===== config.mk =====
export PLATFORM = sky130hd
export DESIGN_NAME = spa_div
export DESIGN_NICKNAME = d
export VERILOG_FILES = /design/src/hdl/spa_div.sv
export SDC_FILE = /design/constraint.sdc
export NUM_CORES = 2
export LEC_CHECK = 0
export BUFFER_PORTS_ARGS = -buffer_cell sky130_fd_sc_hd__buf_2
export CORE_ASPECT_RATIO = 0.9
export CORE_MARGIN = 3
export CORE_UTILIZATION = 57
export CTS_CLUSTER_SIZE = 20
export DETAILED_ROUTE_END_ITERATION = 8
export GPL_ROUTABILITY_DRIVEN = 0
export PLACE_DENSITY = 0.76
export SETUP_SLACK_MARGIN = 0.02
export SYNTH_ARGS = -nofsm -noshare
export SYNTH_HDL_FRONTEND = slang
export SYNTH_SLANG_ARGS = --single-unit

===== constraint.sdc =====
create_clock -name clk -period 2.3 [get_ports clk]
set_input_delay 0.23 -clock clk [delete_from_list [all_inputs] [get_ports clk]]
set_output_delay 0.23 -clock clk [all_outputs]
set_load 0.05 [all_outputs]

===== src/hdl/spa_div.sv =====
// ----------------------------------------------------------------------------
// spa_div
// Pipelined restoring divider, 32-bit dividend, one quotient bit per stage,
// with a sideband that travels alongside.
// ----------------------------------------------------------------------------
module spa_div #(
  parameter int DW     = 8,
  parameter int SIDE_W = 1
) (
  input  logic              clk,
  input  logic              rst_n,
  input  logic              en,
  input  logic              in_valid,
  input  logic [31:0]       dividend,
  input  logic [DW-1:0]     divisor,
  input  logic [SIDE_W-1:0] in_side,
  output logic              out_valid,
  output logic [31:0]       quotient,
  output logic [SIDE_W-1:0] out_side
);

  localparam int STAGES = 32;

  logic              vld_r  [STAGES];
  logic [DW-1:0]     rem_r  [STAGES];
  logic [31:0]       dvd_r  [STAGES];
  logic [31:0]       quo_r  [STAGES];
  logic [DW-1:0]     dsr_r  [STAGES];
  logic [SIDE_W-1:0] side_r [STAGES];

  for (genvar i = 0; i < STAGES; i++) begin : g_stage
    logic              pv;
    logic [DW-1:0]     prem;
    logic [DW-1:0]     pdsr;
    logic [31:0]       pdvd;
    logic [31:0]       pquo;
    logic [SIDE_W-1:0] pside;
    logic [DW:0]       trial;
    logic [DW:0]       diff;
    logic              take;

    if (i == 0) begin : g_first
      assign pv    = in_valid;
      assign prem  = '0;
      assign pdvd  = dividend;
      assign pquo  = '0;
      assign pdsr  = divisor;
      assign pside = in_side;
    end else begin : g_next
      assign pv    = vld_r[i-1];
      assign prem  = rem_r[i-1];
      assign pdvd  = dvd_r[i-1];
      assign pquo  = quo_r[i-1];
      assign pdsr  = dsr_r[i-1];
      assign pside = side_r[i-1];
    end

    assign trial = {prem, pdvd[31]};
    assign diff  = trial - {1'b0, pdsr};
    assign take  = (trial >= {1'b0, pdsr});

    always_ff @(posedge clk) begin
      if (!rst_n) begin
        vld_r[i] <= 1'b0;
      end else if (en) begin
        vld_r[i] <= pv;
      end
    end

    always_ff @(posedge clk) begin
      if (en) begin
        rem_r[i]  <= take ? diff[DW-1:0] : trial[DW-1:0];
        dvd_r[i]  <= {pdvd[30:0], 1'b0};
        quo_r[i]  <= {pquo[30:0], take};
        dsr_r[i]  <= pdsr;
        side_r[i] <= pside;
      end
    end
  end

  assign out_valid = vld_r[STAGES-1];
  assign quotient  = quo_r[STAGES-1];
  assign out_side  = side_r[STAGES-1];

endmodule


==> flow_metrics.tcl <==
set metrics [dict create \
    cts_root_buf "clkbuf_16" \
    gr-total-overflow 0 \
    synth_fp_nets 3942 \
    fp.dieW_um 353.1 \
    finalCritPeriodShare 0.9803 \
    clk_pin_slew_ps 60 \
    cts_max_level 4 \
    layout-drive-gt1-share 0.1482 \
    synth_area_leader_cell "edfxtp_1" \
    post-route-cell-area_mm2 0.07081 \
    routedWlPerCell_um 16.66 \
    arrival_ps 2760 \
    drt_iter0_drc 2347 \
    viasPerCell 5.391 \
    stdcell_count 5574 \
    die_area_mm2 0.1124 \
    period_minus_slack_ps 2255 \
    grt_pass1_vias 29913 \
    hpwlAfterDp_um 58250 \
    synth_edf_count 1583 \
    core_mm2 0.1066 \
    syn2layout_area_growth_pct 14.56 \
    yosysTopAreaCellShare 0.7690 \
    num_rows 113 \
    ys.flop_type "edfxtp_1" \
    finalHoldViolCount 0 \
    clk_path_buf_depth 3 \
    layout_setup_ws_ps 45.39 \
    wirelength_um 92880 \
    port_buffers 78 \
    pre_cts_slack_ps -83.14 \
    antenna_found_initial 1 \
    synth_warnings 0 \
    numCtsBuffers 152 \
    maxSlewHeadroom 0.5803 \
    path_max_fanout 6 \
    fill_cells 7099 \
    firstDrtPassIters 7 \
    ys_ff_latch 1584 \
    setup_violations 0 \
    start_kind "flip-flop" \
    place_inst 5231 \
    power.density_mw_per_mm2 1157 \
    vias 30047 \
    cts_tree "yes" \
    initial_core_util 0.5798 \
    diodes 0 \
    clkLatencyLatePin_ps 770 \
    dpl_cell_area_mm2 0.06509 \
    max_freq_mhz 443.5 \
    layout.area.seq_mm2 0.04756 \
    critPathRequiredTime_ps 2800 \
    ys_types 65 \
    fin_setup_tns_ps 0 \
    syn_area_mm2 0.06181 \
    hp-class "input port to flip-flop" \
    grt_pass1_wl_um 150300 \
    synthTopCellsByArea "edfxtp_1, ha_1, inv_1" \
    finalMaxSlewViolations 0 \
    criticalPathCategory "flip-flop to flip-flop" \
    cap_violations 0 \
    drc 0 \
    final_nets 4346 \
    avgSynthCellArea_um2 17.09 \
    multi_input_area_mm2 0.01320 \
    ys_seq_area_frac 0.7693 \
    die_y_um 318.4 \
    finClkSkew_ps 19.97 \
    grt_max_degree 105 \
    ioPinCount 79 \
    worstSetupEndpointType "flip-flop" \
    synth_async_sr_flop_share 0 \
    outcome "finished clean" \
    grt_use_total 0.1652 \
    antenna_left 0 \
    leakagePower_nw 26.49 \
    irDropWorstVdd_mv 0.8804 \
    worst_pin_slew_ps 629.5 \
    syn_inst 3617 \
    clock_sinks 1584 \
]
## worst max-delay path: stages, from the launching register on
cell and delay [ps]:
edfxtp_1 420, ha_1 400, a21o_1 230, a221oi_2 440, buf_4 210, xnor2_1 60
mux2_2 260
## registers in the layout (all words and copies together) (netlist names)
| name | flops |
|---|---|
| quo_r | 528 |
| dvd_r | 496 |
| dsr_r | 248 |
| rem_r | 248 |
| side_r | 32 |
| vld_r | 32 |
## cell type report
| class | instances | share of cell area |
|---|---|---|
| Sequential cell | 1584 | 0.6716 |
| Timing Repair Buffer | 274 | 0.03196 |
| Clock buffer | 186 | 0.05702 |
| Multi-Input combinational cell | 1674 | 0.1864 |
| Tap cell | 1437 | 0.02539 |
| Clock inverter | 84 | 0.009965 |
| Inverter | 335 | 0.01776 |
## cell usage in the layout, fill, tap and decap left out, types with 49 or more instances in the layout
cell,count
mux2_2,72
mux2i_1,49
buf_2,79
ha_1,237
buf_4,124
inv_1,333
xnor2_1,49
a21oi_1,120
clkbuf_16,157
nor2_1,81
edfxtp_1,1583
o21a_1,57
nand2_1,162
o21ai_0,186
## cell usage after synthesis, types with 30 or more instances
cell type / count
edfxtp_1: 1583
inv_1: 334
ha_1: 250
o21ai_0: 201
nand2_1: 162
a21oi_1: 140
nor2_1: 81
mux2_2: 72
o21a_1: 57
mux2i_1: 49
nor2b_1: 49
xnor2_1: 49
nand2b_1: 46
xor2_1: 43
and3_1: 39
a21o_1: 37
nand3_1: 36
fa_1: 30
o31ai_1: 30
## metal layers
layer	track usage	up-vias	wire length, um
li1	-	14556	-
met1	0.2306	14649	41980
met2	0.2583	655	43650
met3	0.03379	187	4622
met4	0.06617	0	2615
met5	0	-	0
## metrics by stage
stage / power (W) / hold WS, ps / utilization
after floorplan: 0.05215 / 328.9 / -
after global placement: 0.05681 / 400.1 / 0.6106
after detailed placement: 0.05759 / 404.5 / 0.6106
after CTS: 0.08177 / 100.6 / 0.6596
after global routing: 0.08637 / 135.7 / 0.6643
final: 0.08196 / 177.5 / 0.6643
## cell families after synthesis
kind of cell | share of synthesized area
flops | 0.7693
compound gates | 0.06791
simple gates | 0.04623
buf+inv | 0.02212
fa+ha+maj | 0.06032
mux | 0.02105
xor+xnor | 0.01304
## final timing paths
| path | startpoint | to | slack [ps] | depth (start not counted) |
|---|---|---|---|---|
| max reg2reg | rem_r[20][2]$_DFFE_PP_ | rem_r[21][5]$_DFFE_PP_ | 50 | 6 |
| min reg2reg | quo_r[19][3]$_DFFE_PP_ | quo_r[20][4]$_DFFE_PP_ | 410 | 0 |
| max | rem_r[20][2]$_DFFE_PP_ | rem_r[21][5]$_DFFE_PP_ | 50 | 6 |
| min | dividend[9] | dvd_r[0][9]$_DFFE_PP_ | 180 | 2 |
## repair_timing
item	CTS	global route
resized for setup	14	71
hold buffers	44	0
buffers inserted	1	25
cloned	0	3
endpoints found under the setup margin	36	138
pin swaps	2	29
hold endpoints to repair	72	0
## power breakdown
group          switching [W]  leakage (nW)  internal, W
registers            0.00178          15.5       0.0370
clock network         0.0100          2.31       0.0136
logic                 0.0104          8.69      0.00915
total                 0.0222          26.5       0.0597
No activity file was read; power rests on OpenSTA's default activity.
